==> config.mk <==
export PLATFORM = sky130hd
export DESIGN_NAME = tlrg_sqrt_cell
export DESIGN_NICKNAME = d
export VERILOG_FILES = /design/src/rtl/core/tlrg_pkg.sv /design/src/rtl/core/tlrg_sqrt_cell.sv
export SDC_FILE = /design/constraint.sdc
export NUM_CORES = 1
export LEC_CHECK = 0
export BUFFER_PORTS_ARGS = -buffer_cell sky130_fd_sc_hd__buf_4
export CELL_PAD_IN_SITES_DETAIL_PLACEMENT = 0
export CELL_PAD_IN_SITES_GLOBAL_PLACEMENT = 1
export CORE_AREA = 8 8 205 207
export DETAILED_ROUTE_END_ITERATION = 8
export DIE_AREA = 0 0 213 215
export GPL_TIMING_DRIVEN = 1
export PLACE_DENSITY = 0.65
export SLEW_MARGIN = 20
export SYNTH_ARGS = -nofsm -noshare
export SYNTH_HDL_FRONTEND = slang
export SYNTH_SLANG_ARGS = --single-unit
==> constraint.sdc <==
create_clock -name clk -period 6.9 [get_ports clk]
set_input_delay 0 -clock clk [delete_from_list [all_inputs] [get_ports clk]]
set_output_delay 0 -clock clk [all_outputs]
set_load 0.05 [all_outputs]
==> src/rtl/core/tlrg_pkg.sv <==
// Shared types, widths and register codes of the thin-lens ray generator.
// Used by the square-root cell, the divider cell and the top level.
package tlrg_pkg;

  localparam int COORD_BITS_DEF = 32;

  localparam int MAG_W  = 51;  // magnitude of a direction component, Q16.32
  localparam int NRM_W  = 30;  // normalised magnitude, top bit at 2^29
  localparam int SQ_W   = 62;  // sum of three squares
  localparam int ROOT_W = 31;  // floor square root of the sum
  localparam int NUM_W  = 48;  // dividend and remainder of the divide chain
  localparam int Q_W    = 17;  // quotient, at most 32768

  typedef enum logic [2:0] {
    REG_CAM_POS_X      = 3'd0,
    REG_CAM_POS_Y      = 3'd1,
    REG_CAM_POS_Z      = 3'd2,
    REG_VIEWPORT_W     = 3'd3,
    REG_VIEWPORT_H     = 3'd4,
    REG_FOCUS_DISTANCE = 3'd5,
    REG_LENS_RADIUS    = 3'd6,
    REG_SHUTTER_WINDOW = 3'd7
  } reg_idx_t;

  typedef struct packed {
    logic [16:0]        pixel_u;
    logic [16:0]        pixel_v;
    logic signed [15:0] disk_x;
    logic signed [15:0] disk_y;
    logic [15:0]        time_sample;
  } ray_in_t;

  typedef struct packed {
    logic signed [31:0] origin_x;
    logic signed [31:0] origin_y;
    logic signed [31:0] origin_z;
    logic signed [15:0] dir_x;
    logic signed [15:0] dir_y;
    logic signed [15:0] dir_z;
    logic [15:0]        ray_time;
  } ray_out_t;

  // fields that ride along with a ray through the normalise chain
  typedef struct packed {
    logic signed [31:0] origin_x;
    logic signed [31:0] origin_y;
    logic [15:0]        ray_time;
    logic [2:0]         neg;
    logic               zero;
  } side_t;

  typedef struct packed {
    logic [SQ_W-1:0]             rem;
    logic [ROOT_W-1:0]           root;
    logic [2:0][NRM_W-1:0]       mag;
    side_t                       side;
  } sqrt_word_t;

  typedef struct packed {
    logic [2:0][NUM_W-1:0]       rem;
    logic [2:0][Q_W-1:0]         quo;
    logic [ROOT_W-1:0]           len;
    side_t                       side;
  } div_word_t;

endpackage

==> src/rtl/core/tlrg_sqrt_cell.sv <==
// One bit of the square-root chain: decides root bit STEP and passes the word on.
// Depends on tlrg_pkg.
module tlrg_sqrt_cell
  import tlrg_pkg::*;
#(
  parameter int STEP = 0
) (
  input  logic       clk,
  input  logic       rst_n,
  input  logic       en,
  input  logic       in_v,
  input  sqrt_word_t in_w,
  output logic       out_v,
  output sqrt_word_t out_w
);

  localparam int TW = SQ_W + 2;

  logic [TW-1:0] trial;
  logic          take;
  sqrt_word_t    w_nxt;
  logic          v_r;
  sqrt_word_t    w_r;

  // rem holds sum - root^2; setting this bit costs root*2^(STEP+1) + 4^STEP
  always_comb begin
    trial = (TW'(in_w.root) << (STEP + 1)) | (TW'(1) << (2 * STEP));
    take  = TW'(in_w.rem) >= trial;
    w_nxt = in_w;
    if (take) begin
      w_nxt.rem        = in_w.rem - trial[SQ_W-1:0];
      w_nxt.root[STEP] = 1'b1;
    end
  end

  always_ff @(posedge clk) begin
    if (!rst_n) begin
      v_r <= 1'b0;
    end else if (en) begin
      v_r <= in_v;
    end
  end

  always_ff @(posedge clk) begin
    if (en) begin
      w_r <= w_nxt;
    end
  end

  assign out_v = v_r;
  assign out_w = w_r;

endmodule

==> metrics.txt, run 1 <==
Max H-tree Level=1; vias after detailed routing=slightly below 10000; minimum clock period=approximately 3.8 ns; Die Span X=213 um; Die ar.=0.0458 mm^2; Leakage Power=slightly above 8 nW; Placer Congestion=0.849; max-slew violation count=0; Crit path max-delay family=buffers and inverters; CTS tree=built; IO Pins=roughly 540; via/cell ratio=around 4.5; CP Depth=13; CP max FO=10; WL per Instance=22.4 um; final number of hold-violating endpoints=0; post-synth top area share=between 70 and 80%; Netlist cell types=58; CORE AREA=a little under 0.04 mm^2; worst hold path type=in2reg; CP Class=in2reg; hold endpoint=out_w[65]; vias in the first global route=roughly 10000; Worst Path Buf+Inv=4; overflow left after global routing=0; status=complete, no violations; Worst path max stage delay=roughly 0.78 ns; Hold Crit Start=in_w[65]; DRT Wirelength=between 40000 and 50000 um; Hold WS=about 0.15 ns; CTS max path bufs=3; Final ANT Viol Nets=0; R2R depth=3; Post-synth EDFFs=between 200 and 300; CP endpoint kind=flip-flop; Post-synth ARST share=0%; Final Skew=0 ns; Synthesized Nets=1057; sequential cell area fraction in the yosys report=72.4%; setup violators final=0; cell area power density=259 mW/mm^2; final cycle utilization of the critical path=approximately 56%; final worst slack=3.06 ns; Synth Warn #=0; peak supply drop=~0.00017 V; RSZ-0062 raised after global routing=false; fmax=0.260 GHz; syn avg cell area=~15 um^2; Starting Density=around 28%; Setup TNS=0 ns; Mapped Cells=between 700 and 800; reg2reg start=out_v; critical path, cell by cell=dlygate4sd3_1, buf_4, inv_1, ha_1, nand4_1, nor3_1, nand4_1, o211ai_1, o21ai_1, a2111oi_4, nand4_1, xnor2_1, dlygate4sd3_1; drt first pass iters=5; Worst-Margin Slew=approximately 1.1 ns; largest net degree at the start of global routing=between 150 and 200; clk_lat worst skew=0.56 ns; DRT iter0 DRCs=482; worst rel slew slack=26.3%; Final #Nets=roughly 1900; first-pass GRT wire length=~68000 um; fraction of final layout cells with drive strength greater than 1=37.7%; Setup Slack @ Placement=approximately 3.2 ns; site row count=73; Clock transition at path regs=0.06 ns; CP required=about 7.2 ns; GRT Resource Usage Total=between 10% and 20%; most used cell, CP=nand4_1; Yosys reg bits=roughly 270; worst reg2reg endpoint=out_v; Commonest cells post-synth=edfxtp_1 (267), a21oi_1 (68), nor2_1 (51); CTS root buf=clkbuf_16; CTS buffer count=31; cell with the most instances after synthesis=edfxtp_1; Core Util, Final=between 50% and 60%; crit path DAT=~4.2 ns; Pwr Total=a little over 5 mW; Layout area overhead=78.1%; Final HPWL DP=about 36000 um; DRC Markers=0; die height=around 220 um; Post-CTS Resized=0; Main synth FF type=edfxtp_1; Syn Std Cell Area=~0.011 mm^2; antenna violations before repair=11; cell type with the largest total area after synthesis=edfxtp_1; Critical Path Start Type=primary input; Clock Sinks=about 270; FF-to-FF setup slack=between 5 and 6 ns; worst hold stages=2; MaxCap Viol Count=0; largest cells by area after synthesis=edfxtp_1 (72%), xnor2_1 (3.7%), ha_1 (3.6%); number of buffers added on ports=~540; CP max-delay cell=a2111oi_4
report_power, final:
group / internal (mW) / switching (mW)
clock network: 1.06 / 0.696
registers: 1.96 / 0.0450
logic: 0.484 / 0.861
per-stage QoR:
| stage | std cells | instance area (um^2) |
|---|---|---|
| after floorplan | 753 | 11100 |
| after global placement | 1797 | 15800 |
| after detailed placement | 1797 | 15800 |
| after CTS | 2144 | 19800 |
| after global routing | 2152 | 19800 |
| final | 2152 | 19800 |
worst max-delay path by stage:
stage / startpoint / to / slack [ns]
2_1_floorplan: in_w[174] / out_w[230] / 4.16
3_3_place_gp: in_w[174] / out_w[206] / 3.30
3_5_place_dp: in_w[174] / out_w[209] / 3.18
4_1_cts: in_w[174] / out_w[255] / 2.98
5_1_grt: in_w[231] / out_w[257] / 2.73
6_report: in_w[200] / out_w[257] / 3.06
what timing repair did:
| item | CTS | global route |
|---|---|---|
| hold buffers | 289 | 0 |
| hold endpoints to repair | 271 | 0 |
| buffers inserted | 0 | 0 |
sequential cells by signal (all words and copies together) (netlist names):
signal,count
out_v,1
out_w,267
cell families after synthesis:
kind of cell / count (synthesis) / share of synthesized area (%)
flops: 268 / 72.4
simple gates: 178 / 8.06
compound gates: 141 / 7.99
buf+inv: 64 / 2.19
xor+xnor: 61 / 4.81
fa+ha+maj: 33 / 3.79
mux: 8 / 0.800
cell usage in the layout (no fill, tap or decap), types with 6 or more instances in the layout:
master and count:
nor3_1 12, clkbuf_16 31, bufinv_16 6, o21ai_0 22, and3_1 6, ha_1 32
nor2_1 51, xnor2_1 47, a21oi_1 68, edfxtp_1 267, nand2_1 37, mux2_2 7
inv_1 42, dlygate4sd3_1 289, a21o_1 11, nand4_1 19, o211ai_1 7, xor2_1 14
nand3_1 19, buf_4 539, diode_2 7
layer usage:
metal  track usage, %  vias to the layer above  wire (um)
met2             35.5                      399      24400
met4             8.81                        8       2210
li1                 -                     4548          -
met5                0                        -         58
met1             21.9                     4646      17900
met3             4.85                       95       3590
cell type report:
class,count,area (um^2)
Fill cell,3324,19200
Sequential cell,268,8040
Timing Repair Buffer,831,6980
Multi-Input combinational cell,421,2830
Clock buffer,36,805
Tap cell,525,657
Clock inverter,22,293
Inverter,42,158
Antenna cell,7,17.5
No activity file was read; power rests on OpenSTA's default activity.
==> run 2, diff against run 1 <==
--- a/config.mk
+++ b/config.mk
@@ -8,11 +8,11 @@
 export BUFFER_PORTS_ARGS = -buffer_cell sky130_fd_sc_hd__buf_4
 export CELL_PAD_IN_SITES_DETAIL_PLACEMENT = 0
 export CELL_PAD_IN_SITES_GLOBAL_PLACEMENT = 1
-export CORE_AREA = 8 8 205 207
+export CORE_AREA = 8 8 201 203
 export DETAILED_ROUTE_END_ITERATION = 8
-export DIE_AREA = 0 0 213 215
+export DIE_AREA = 0 0 209 211
 export GPL_TIMING_DRIVEN = 1
-export PLACE_DENSITY = 0.65
+export PLACE_DENSITY = 0.7
 export SLEW_MARGIN = 20
 export SYNTH_ARGS = -nofsm -noshare
 export SYNTH_HDL_FRONTEND = slang
==> constraint.sdc (replaced) <==
create_clock -name clk -period 3.27 [get_ports clk]
set_input_delay 0 -clock clk [delete_from_list [all_inputs] [get_ports clk]]
set_output_delay 0 -clock clk [all_outputs]
set_load 0.05 [all_outputs]
==> metrics.txt, run 2 (same netlist as run 1, synthesis figures left out) <==
drt first pass iters=4; RSZ-0062 raised after global routing=false; GRT Resource Usage Total=21.2%; Final ANT Viol Nets=0; via/cell ratio=approximately 4.7; DRT iter0 DRCs=576; CP endpoint kind=flip-flop; CP required=approximately 3.6 ns; antenna violations before repair=7; vias after detailed routing=9887; crit path DAT=around 3.4 ns; Setup TNS=0 ns; final worst slack=0.178 ns; sequential cell area=around 0.0080 mm^2; Layout area overhead=76.2%; # fillers=3171; fmax=about 0.32 GHz; worst hold path type=in2reg; CP max-delay cell=dlygate4sd3_1; Clock transition at path regs=0.06 ns; Placer Congestion=0.876; cell area power density=536 mW/mm^2; CP Class=in2reg; commonest non-fill, non-tap cell in the layout=buf_4; commonest cells after routing, fill and taps aside=buf_4 (554), dlygate4sd3_1 (271), edfxtp_1 (267), a21oi_1 (67), nor2_1 (51); WL per Instance=23.5 um; minimum clock period=between 3 and 4 ns; Worst Path Buf+Inv=5; DRC Markers=0; Die ar.=approximately 0.044 mm^2; max-slew violation count=0; Critical Path Start Type=primary input; CTS root buf=clkbuf_16; worst rel slew slack=between 50 and 60%; CTS buffer count=30; critical path, cell by cell=dlygate4sd3_1, buf_4, ha_1, nand3_1, nor3_1, buf_4, nand3_1, o211ai_1, o21ai_1, buf_4, a21oi_1, nand3_1, xnor2_1, dlygate4sd3_1; area of the multi-input gates=0.00284 mm^2; IO Pins=roughly 540; Worst-Margin Slew=between 0.6 and 0.7 ns; site row count=a little over 70; Max H-tree Level=1; Worst path max stage delay=roughly 0.55 ns; Final HPWL DP=36600 um; setup violators final=0; final cycle utilization of the critical path=94.6%; Largest register FFs=267; Die Span X=around 210 um; peak supply drop=between 0.0003 and 0.0004 V; Core Util, Final=between 50% and 60%; MaxCap Viol Count=0; Pwr Total=between 10 and 15 mW; Leakage Power=between 8 and 9 nW; fraction of final layout cells with drive strength greater than 1=between 30% and 40%; Final Skew=0 ns; Hold WS=approximately 0.15 ns; clk_lat worst skew=about 0.56 ns; die height=between 200 and 250 um; Crit path max-delay family=buffers and inverters; CORE AREA=between 0.03 and 0.04 mm^2; Final #Nets=about 1900; Starting Density=29.9%; CTS tree=built; vias in the first global route=between 10000 and 15000; CTS max path bufs=3; overflow left after global routing=0; number of buffers added on ports=538; largest net degree at the start of global routing=around 80; status=complete, no violations; final number of hold-violating endpoints=0; Setup Slack @ Placement=~0.077 ns; DRT Wirelength=roughly 49000 um; Clock Sinks=268; CP max FO=8; first-pass GRT wire length=between 70000 and 80000 um
==> run 2: changes by cell type in the layout (fill, tap and decap cells not counted), sizes merged, moves of 3 or more <==
cell / change
buf: +17
dlygate4sd3: -18
bufinv: -3
clkbuf: +5
clkinvlp: -3
==> run 2: what timing repair did <==
item                       in CTS  in global routing
resized for setup               0                  4
hold endpoints to repair      344                  0
hold buffers                  271                  0
setup endpoints to repair       0                 14
setup buffers                   0                  1
==> run 2: path summary, 6_finish.rpt <==
kind                  start    endpoint  slack (ns)  cells after the start
setup / recovery  in_w[228]  out_w[247]        0.18                     14
hold / removal      in_w[7]    out_w[7]        0.15                      2
setup reg to reg      out_v       out_v        2.09                      3
hold reg to reg       out_v       out_v        1.10                      3
==> run 2: cell type report <==
| type | instances | share of cell area, % |
|---|---|---|
| diodes | 5 | 0.0639 |
| clock buffers | 42 | 4.22 |
| clock inverters | 13 | 0.806 |
| inverters | 42 | 0.806 |
| multi-input cells | 421 | 14.5 |
| flip-flops and latches | 268 | 41.1 |
| well taps | 474 | 3.03 |
| repair buffers | 829 | 35.5 |
==> run 2: per-layer routing <==
layer,GRT usage (%),routed length [um],up-vias
li1,-,-,4532
met1,24.6,19300,4858
met2,38.7,25600,414
met3,4.42,2920,79
met4,6.61,1460,4
met5,0,23,-
==> run 2: per-stage QoR <==
step,area (um^2),cells
floorplan,11100,753
global placement,15800,1762
detailed placement,15800,1762
CTS,19500,2088
global route,19600,2093
finish,19600,2094
==> run 2: where the power goes <==
| part | switching [mW] | internal, mW | total (mW) |
|---|---|---|---|
| sequential | 0.100 | 4.14 | 4.24 |
| clock | 1.39 | 2.00 | 3.39 |
| combinational | 1.83 | 1.02 | 2.85 |
| total | 3.32 | 7.16 | 10.5 |
