### config.mk
export PLATFORM = sky130hd
export DESIGN_NAME = tlrg_div_cell
export DESIGN_NICKNAME = d
export VERILOG_FILES = /design/src/rtl/core/tlrg_pkg.sv /design/src/rtl/core/tlrg_div_cell.sv
export SDC_FILE = /design/constraint.sdc
export NUM_CORES = 1
export LEC_CHECK = 0
export BUFFER_PORTS_ARGS = -buffer_cell sky130_fd_sc_hd__buf_4
export CORE_AREA = 2 2 241 243
export CTS_CLUSTER_DIAMETER = 50
export CTS_CLUSTER_SIZE = 20
export DETAILED_ROUTE_END_ITERATION = 8
export DIE_AREA = 0 0 243 245
export SETUP_SLACK_MARGIN = 0.5
export SYNTH_ARGS = -nofsm -noshare
export SYNTH_HDL_FRONTEND = slang
export SYNTH_SLANG_ARGS = --single-unit
### constraint.sdc
create_clock -name clk -period 6.4 [get_ports clk]
set_clock_uncertainty 0.15 [all_clocks]
set_input_delay 1.6 -clock clk [delete_from_list [all_inputs] [get_ports clk]]
set_output_delay 1.6 -clock clk [all_outputs]
set_load 0.02 [all_outputs]
### src/rtl/core/tlrg_pkg.sv
// Shared types, widths and register codes of the thin-lens ray generator.
// Used by the square-root cell, the divider cell and the top level.
package tlrg_pkg;

  localparam int COORD_BITS_DEF = 32;

  localparam int MAG_W  = 51;  // magnitude of a direction component, Q16.32
  localparam int NRM_W  = 30;  // normalised magnitude, top bit at 2^29
  localparam int SQ_W   = 62;  // sum of three squares
  localparam int ROOT_W = 31;  // floor square root of the sum
  localparam int NUM_W  = 48;  // dividend and remainder of the divide chain
  localparam int Q_W    = 17;  // quotient, at most 32768

  typedef enum logic [2:0] {
    REG_CAM_POS_X      = 3'd0,
    REG_CAM_POS_Y      = 3'd1,
    REG_CAM_POS_Z      = 3'd2,
    REG_VIEWPORT_W     = 3'd3,
    REG_VIEWPORT_H     = 3'd4,
    REG_FOCUS_DISTANCE = 3'd5,
    REG_LENS_RADIUS    = 3'd6,
    REG_SHUTTER_WINDOW = 3'd7
  } reg_idx_t;

  typedef struct packed {
    logic [16:0]        pixel_u;
    logic [16:0]        pixel_v;
    logic signed [15:0] disk_x;
    logic signed [15:0] disk_y;
    logic [15:0]        time_sample;
  } ray_in_t;

  typedef struct packed {
    logic signed [31:0] origin_x;
    logic signed [31:0] origin_y;
    logic signed [31:0] origin_z;
    logic signed [15:0] dir_x;
    logic signed [15:0] dir_y;
    logic signed [15:0] dir_z;
    logic [15:0]        ray_time;
  } ray_out_t;

  // fields that ride along with a ray through the normalise chain
  typedef struct packed {
    logic signed [31:0] origin_x;
    logic signed [31:0] origin_y;
    logic [15:0]        ray_time;
    logic [2:0]         neg;
    logic               zero;
  } side_t;

  typedef struct packed {
    logic [SQ_W-1:0]             rem;
    logic [ROOT_W-1:0]           root;
    logic [2:0][NRM_W-1:0]       mag;
    side_t                       side;
  } sqrt_word_t;

  typedef struct packed {
    logic [2:0][NUM_W-1:0]       rem;
    logic [2:0][Q_W-1:0]         quo;
    logic [ROOT_W-1:0]           len;
    side_t                       side;
  } div_word_t;

endpackage

### src/rtl/core/tlrg_div_cell.sv
// One quotient bit of the three-lane divide chain (restoring division by len).
// Depends on tlrg_pkg.
module tlrg_div_cell
  import tlrg_pkg::*;
#(
  parameter int STEP = 0
) (
  input  logic      clk,
  input  logic      rst_n,
  input  logic      en,
  input  logic      in_v,
  input  div_word_t in_w,
  output logic      out_v,
  output div_word_t out_w
);

  logic [NUM_W-1:0] trial;
  div_word_t        w_nxt;
  logic             v_r;
  div_word_t        w_r;

  always_comb begin
    trial = NUM_W'(in_w.len) << STEP;
    w_nxt = in_w;
    for (int k = 0; k < 3; k++) begin
      if (in_w.rem[k] >= trial) begin
        w_nxt.rem[k]       = in_w.rem[k] - trial;
        w_nxt.quo[k][STEP] = 1'b1;
      end
    end
  end

  always_ff @(posedge clk) begin
    if (!rst_n) begin
      v_r <= 1'b0;
    end else if (en) begin
      v_r <= in_v;
    end
  end

  always_ff @(posedge clk) begin
    if (en) begin
      w_r <= w_nxt;
    end
  end

  assign out_v = v_r;
  assign out_w = w_r;

endmodule

==> impl_metrics.json, run 1 <==
{
  "status": "completed",
  "port_buffers": 624,
  "gr-usage-all-layers": 0.214,
  "fp.dieH_um": 245,
  "finalNonFillerCells": 2903,
  "clock_sinks": 311,
  "synth.largest_area_cell": "edfxtp_1",
  "grt_pass1_vias": 14300,
  "nets": 2511,
  "antenna_found_initial": 7,
  "worst_setup_path_start_kind": "primary input",
  "via_per_inst": 4.96,
  "wl_mm": 66.3,
  "period_share": 0.750,
  "drv_cap": 0,
  "ctsHoldBuffers": 0,
  "synth_seq_cells": 311,
  "yosysTopAreaCellShare": 0.550,
  "htreeDepth": 2,
  "peakVddDrop_mv": 0.189,
  "worstSetupPathType": "primary input to flip-flop",
  "ctsLongestPathBuffers": 3,
  "cts-resized-gates": 0,
  "holdPathStages": 2,
  "met3_length_mm": 5.62,
  "ys_warn_count": 0,
  "avgRoutedWirePerCell_um": 22.9,
  "min_to": "out_v",
  "hpwl_mm": 53.7,
  "synth_compound_area_frac": 0.145,
  "dr_total_vias": 14400,
  "syn_area_um2": 16900,
  "timing.fmax_mhz": 208,
  "n_fill_cell": 5557,
  "cts_tree": "yes",
  "synth.mux.area_fraction": 0.00791,
  "grt_max_degree": 140,
  "synth_fa_ha_area_frac": 0.0723,
  "synthesis.nets": 1888,
  "cp.arrival_ns": 4.95,
  "max_slew_margin": 0.387,
  "power_leakage_uw": 0.00991,
  "rows": 88,
  "yosysSeqAreaShare": 0.551,
  "synth.most_common_cell": "edfxtp_1",
  "grt-ovfl-total": 0,
  "setup_viol": 0,
  "r2r_cells": 2,
  "antenna_left": 0,
  "async_reset_ff_frac": 0,
  "ios": 625,
  "root_buffer": "clkbuf_16",
  "drc": 0,
  "synth_edf_count": 310,
  "synth_cell_type_count": 85,
  "tns_ns": 0,
  "met2WireLength_mm": 33.4,
  "post-route-min-period_ns": 4.80,
  "clk_latency_ns": 0.57,
  "drt-pass1-iter-count": 5,
  "worst_pin_slew_ns": 0.919,
  "reg2reg_to": "out_v",
  "dp.cells": 2819,
  "synth_xor_xnor_area_share": 0.0673,
  "min_path_type": "flip-flop to flip-flop",
  "dieArea_um2": 59500,
  "ys.flop_type": "edfxtp_1",
  "slew_viol_final": 0,
  "drive_above_1_share": 0.356,
  "powerDensity_nw_per_um2": 280,
  "synth_area_leaders": "edfxtp_1 (55%), ha_1 (6.9%), xnor2_1 (3.9%), a21oi_1 (3.4%), o21ai_0 (3.2%)",
  "endpoint_kind": "flip-flop",
  "synthCells": 1478,
  "postSynthAreaPerCell_um2": 11.4,
  "drtIter0Drc": 761,
  "r2r_setup_slack_ns": 5.66,
  "rr_startpoint": "out_v",
  "met1Wirelength_mm": 25.9,
  "postCtsSetupRepairBufs": 0,
  "initial_core_util": 0.297,
  "rsz0062_at_grt": "no",
  "top_layer": "met5",
  "synth_common_cells": "edfxtp_1 (310), nand2_1 (143), a21oi_1 (115), o21ai_0 (109), ha_1 (93)",
  "cts_buffers": 45,
  "core_area_um2": 57000,
  "synthSimpleGateAreaFrac": 0.129,
  "synth_top_family_by_area": "compound AO/OA/AOI/OAI gates",
  "cp.required_ns": 6.55,
  "hp-start": "out_v",
  "dieWidth_um": 243,
  "hold_violations": 0,
  "grt_pass1_wl_mm": 95.2,
  "cts.clk_slew.worst_paths_ns": 0.06,
  "crit_path_max_fanout": 12,
  "syn2layout_area_growth_pct": 41.4,
  "gp_congestion": 0.946
}
[cells by family (layout without fill, tap and decap cells)]
| family | after synthesis | in the layout |
|---|---|---|
| xor gates and xnor gates | 130 | 130 |
| buffers and inverters | 108 | 767 |
| DFF | 311 | 311 |
| and+or+nand+nor | 435 | 435 |
| adders and majority gates | 96 | 96 |
| muxes | 12 | 12 |
| other | 0 | 1 |
| AOI/OAI and AO/OA | 386 | 386 |
[cells in the final DEF, fill, tap and decap left out, types with 16 or more instances in the layout]
master and instances:
a21o_1 47, a21oi_1 115, buf_4 626, clkbuf_16 45, edfxtp_1 310, ha_1 93, inv_1 54, nand2_1 143
nand2b_1 20, nand3_1 25, nand4_1 31, nor2_1 89, nor2b_1 17, nor3_1 31, nor4_1 16, o21ai_0 109
xnor2_1 75, xor2_1 55
[critical path, cell delays in order]
cell and delay (ns):
buf_4 0.14, ha_1 0.23, fa_1 0.40, nand2b_1 0.19
a21o_1 0.20, a211oi_2 0.31, o21ai_2 0.19, o31a_1 0.36
o31a_2 0.40, or3b_1 0.56, o41ai_2 0.24, o31ai_1 0.11
[worst max-delay path by stage]
stage	from	end	slack [ns]
3_3_place_gp	in_w[84]	out_w[253]	1.12
2_1_floorplan	in_w[214]	out_w[253]	1.78
3_5_place_dp	in_w[94]	out_w[222]	1.04
4_1_cts	in_w[94]	out_w[222]	1.64
6_report	in_w[84]	out_w[253]	1.60
5_1_grt	in_w[92]	out_w[251]	1.42
[power breakdown]
group	internal, uW	switching [uW]
combinational	665	960
clock	1400	1100
sequential	2510	67.3
[per-layer routing]
layer,track usage,vias up
met2,0.379,557
met3,0.0676,87
met5,0,-
li1,-,6811
met1,0.252,6929
met4,0.0509,12
[stage by stage]
step / util / total power (uW) / area, um^2 / setup WS [ns] / hold WS [ns]
finish: 0.419 / 6700 / 23900 / 1.60 / 0.378
global route: 0.419 / 6970 / 23900 / 1.42 / 0.390
CTS: 0.419 / 6780 / 23900 / 1.64 / 0.382
detailed placement: 0.393 / 4250 / 22400 / 1.04 / 0.372
global placement: 0.393 / 4240 / 22400 / 1.12 / 0.348
floorplan: - / 3450 / 16900 / 1.78 / 0.439
[state kept, by name (all words and copies together) (netlist names)]
| name | flops |
|---|---|
| out_w | 310 |
| out_v | 1 |
[area by class of cell]
| type | instances | area [um^2] | share of cell area |
|---|---|---|---|
| tap | 765 | 957 | 0.0400 |
| timing repair buffer | 629 | 4750 | 0.199 |
| clock buffer | 46 | 1130 | 0.0472 |
| inverter | 55 | 206 | 0.00863 |
| multi-input combinational | 1059 | 7150 | 0.299 |
| sequential | 311 | 9330 | 0.390 |
| clock inverter | 37 | 385 | 0.0161 |
| antenna | 1 | 2.50 | 0.000105 |
(Power assumes the default switching activity.)
==> run 2, diff against run 1 <==
CORE_AREA = 2 2 243 245   (was 2 2 241 243)
DIE_AREA = 0 0 245 247   (was 0 0 243 245)
clock period = 4.75 ns   (was 6.4 ns; I/O delays follow)
==> impl_metrics.json, run 2 (same netlist as run 1, synthesis figures left out) <==
{
  "status": "completed",
  "dr_total_vias": 14600,
  "grt_pass1_vias": 14400,
  "use_met1": 0.249,
  "hpwl_mm": 55.9,
  "layout_commonest_cell": "buf_4",
  "largest_register_ff_count": 310,
  "gp_congestion": 0.936,
  "power_leakage_uw": 0.0102,
  "multi_input_area_um2": 7170,
  "tns_ns": 0,
  "drive_above_1_share": 0.368,
  "wl_mm": 68.2,
  "period_share": 0.869,
  "slowest_delay_ns": 0.46,
  "cp.required_ns": 4.92,
  "slew_viol_final": 0,
  "avgRoutedWirePerCell_um": 23.1,
  "gr-usage-all-layers": 0.215,
  "final_cell_mix": "buf_4 (666), edfxtp_1 (310), nand2_1 (143)",
  "seq_area_um2": 9330,
  "grt_pass1_wl_mm": 95.0,
  "cts.clk_slew.worst_paths_ns": 0.06,
  "min_path_type": "flip-flop to flip-flop",
  "ios": 625,
  "dieWidth_um": 245,
  "crit_slowest_cell": "or3b_1",
  "post-route-min-period_ns": 4.13,
  "cts_tree": "yes",
  "cts_buffers": 42,
  "max_slew_margin": 0.379,
  "setup_viol": 0,
  "port_buffers": 624,
  "core_area_um2": 58200,
  "cp_cell_sequence": "buf_4, ha_1, fa_1, nand2b_1, a21o_1, a211oi_2, o21ai_2, o31a_1, o31a_2, or3b_1, buf_4, nor2_1, xor2_1",
  "via_per_inst": 4.95,
  "powerDensity_nw_per_um2": 377,
  "ctsHoldBuffers": 0,
  "dieArea_um2": 60500,
  "root_buffer": "clkbuf_16",
  "finish.instance_area_um2": 24300,
  "worst_pin_slew_ns": 0.931,
  "hold_violations": 0,
  "whs_ns": 0.371,
  "timing.fmax_mhz": 242,
  "critical_path.most_common_cell": "buf_4",
  "drc": 0,
  "worst_setup_path_start_kind": "primary input",
  "nets": 2551,
  "clk_latency_ns": 0.55,
  "use_met3": 0.0728,
  "rows": 89,
  "n_fill_cell": 5606,
  "peakVddDrop_mv": 0.403,
  "crit_path_max_fanout": 5,
  "initial_core_util": 0.290,
  "clock_sinks": 311,
  "gr-usage-met2": 0.366,
  "drv_cap": 0,
  "antenna_found_initial": 11,
  "busiest_layer": "met2",
  "rsz0062_at_grt": "no",
  "worstSetupPathType": "primary input to flip-flop",
  "htreeDepth": 2,
  "grt_max_degree": 111,
  "place_area_um2": 22800,
  "cp.arrival_ns": 4.30,
  "drtIter0Drc": 951,
  "grt-ovfl-total": 0,
  "drt-pass1-iter-count": 5,
  "fp.dieH_um": 247,
  "syn2layout_area_growth_pct": 43.9,
  "endpoint_kind": "flip-flop",
  "ctsLongestPathBuffers": 3,
  "antenna_left": 0
}
[run 2: cell types whose count changed in the layout (fill, tap and decap cells not counted), moves of 3 or more]
cell / change
buf_12: +3
buf_4: +40
bufinv_16: +5
clkbuf_1: +4
clkinv_1: -4
inv_6: -4
[run 2: critical path: cells and delay by family]
kind                     cells  cell delay [ns]
AO/OA/AOI/OAI                5             1.27
XOR/XNOR                     1             0.08
adder cells (fa/ha/maj)      2             0.63
buffers and inverters        2             0.33
AND/OR/NAND/NOR              3             0.79
[run 2: path summary, 6_finish.rpt]
kind / from / to / slack (ns) / cells after the start
setup / recovery: in_w[84] / out_w[251] / 0.62 / 13
setup reg to reg: out_v / out_v / 4.02 / 2
hold reg to reg: out_v / out_v / 0.37 / 2
hold / removal: out_v / out_v / 0.37 / 2
[run 2: what timing repair did]
action                                  CTS  global route
buffers inserted                          0             0
endpoints found under the setup margin    0             9
gates resized for setup                   0             3
[run 2: stage by stage]
stage                     setup WS (ns)  instances   util  power [uW]
after detailed placement         0.0366       2870  0.391        5770
final                             0.624       2950  0.418        9180
after global placement           0.0553       2870  0.391        5760
after global routing              0.510       2949  0.418        9540
after floorplan                   0.539       1478      -        4640
after CTS                         0.662       2948  0.418        9270
[run 2: area by class of cell]
class                   count  area share
multi-input cells        1059       0.294
inverters                  55     0.00848
diodes                      2    0.000206
clock buffers              49      0.0455
repair buffers            672       0.210
flip-flops and latches    311       0.383
clock inverters            29      0.0183
well taps                 773      0.0397
[run 2: report_power, final]
group	internal [uW]	switching (uW)	leakage, uW	total [uW]
combinational	929	1310	0.00636	2240
sequential	3380	97.1	0.00304	3480
clock	2080	1390	0.000752	3460
total	6390	2790	0.0102	9180
[run 2: per-layer routing]
metal | up-vias | part of all wire
met5 | - | 0.0018
met4 | 18 | 0.036
met3 | 115 | 0.090
met2 | 607 | 0.49
met1 | 6997 | 0.38
li1 | 6875 | -
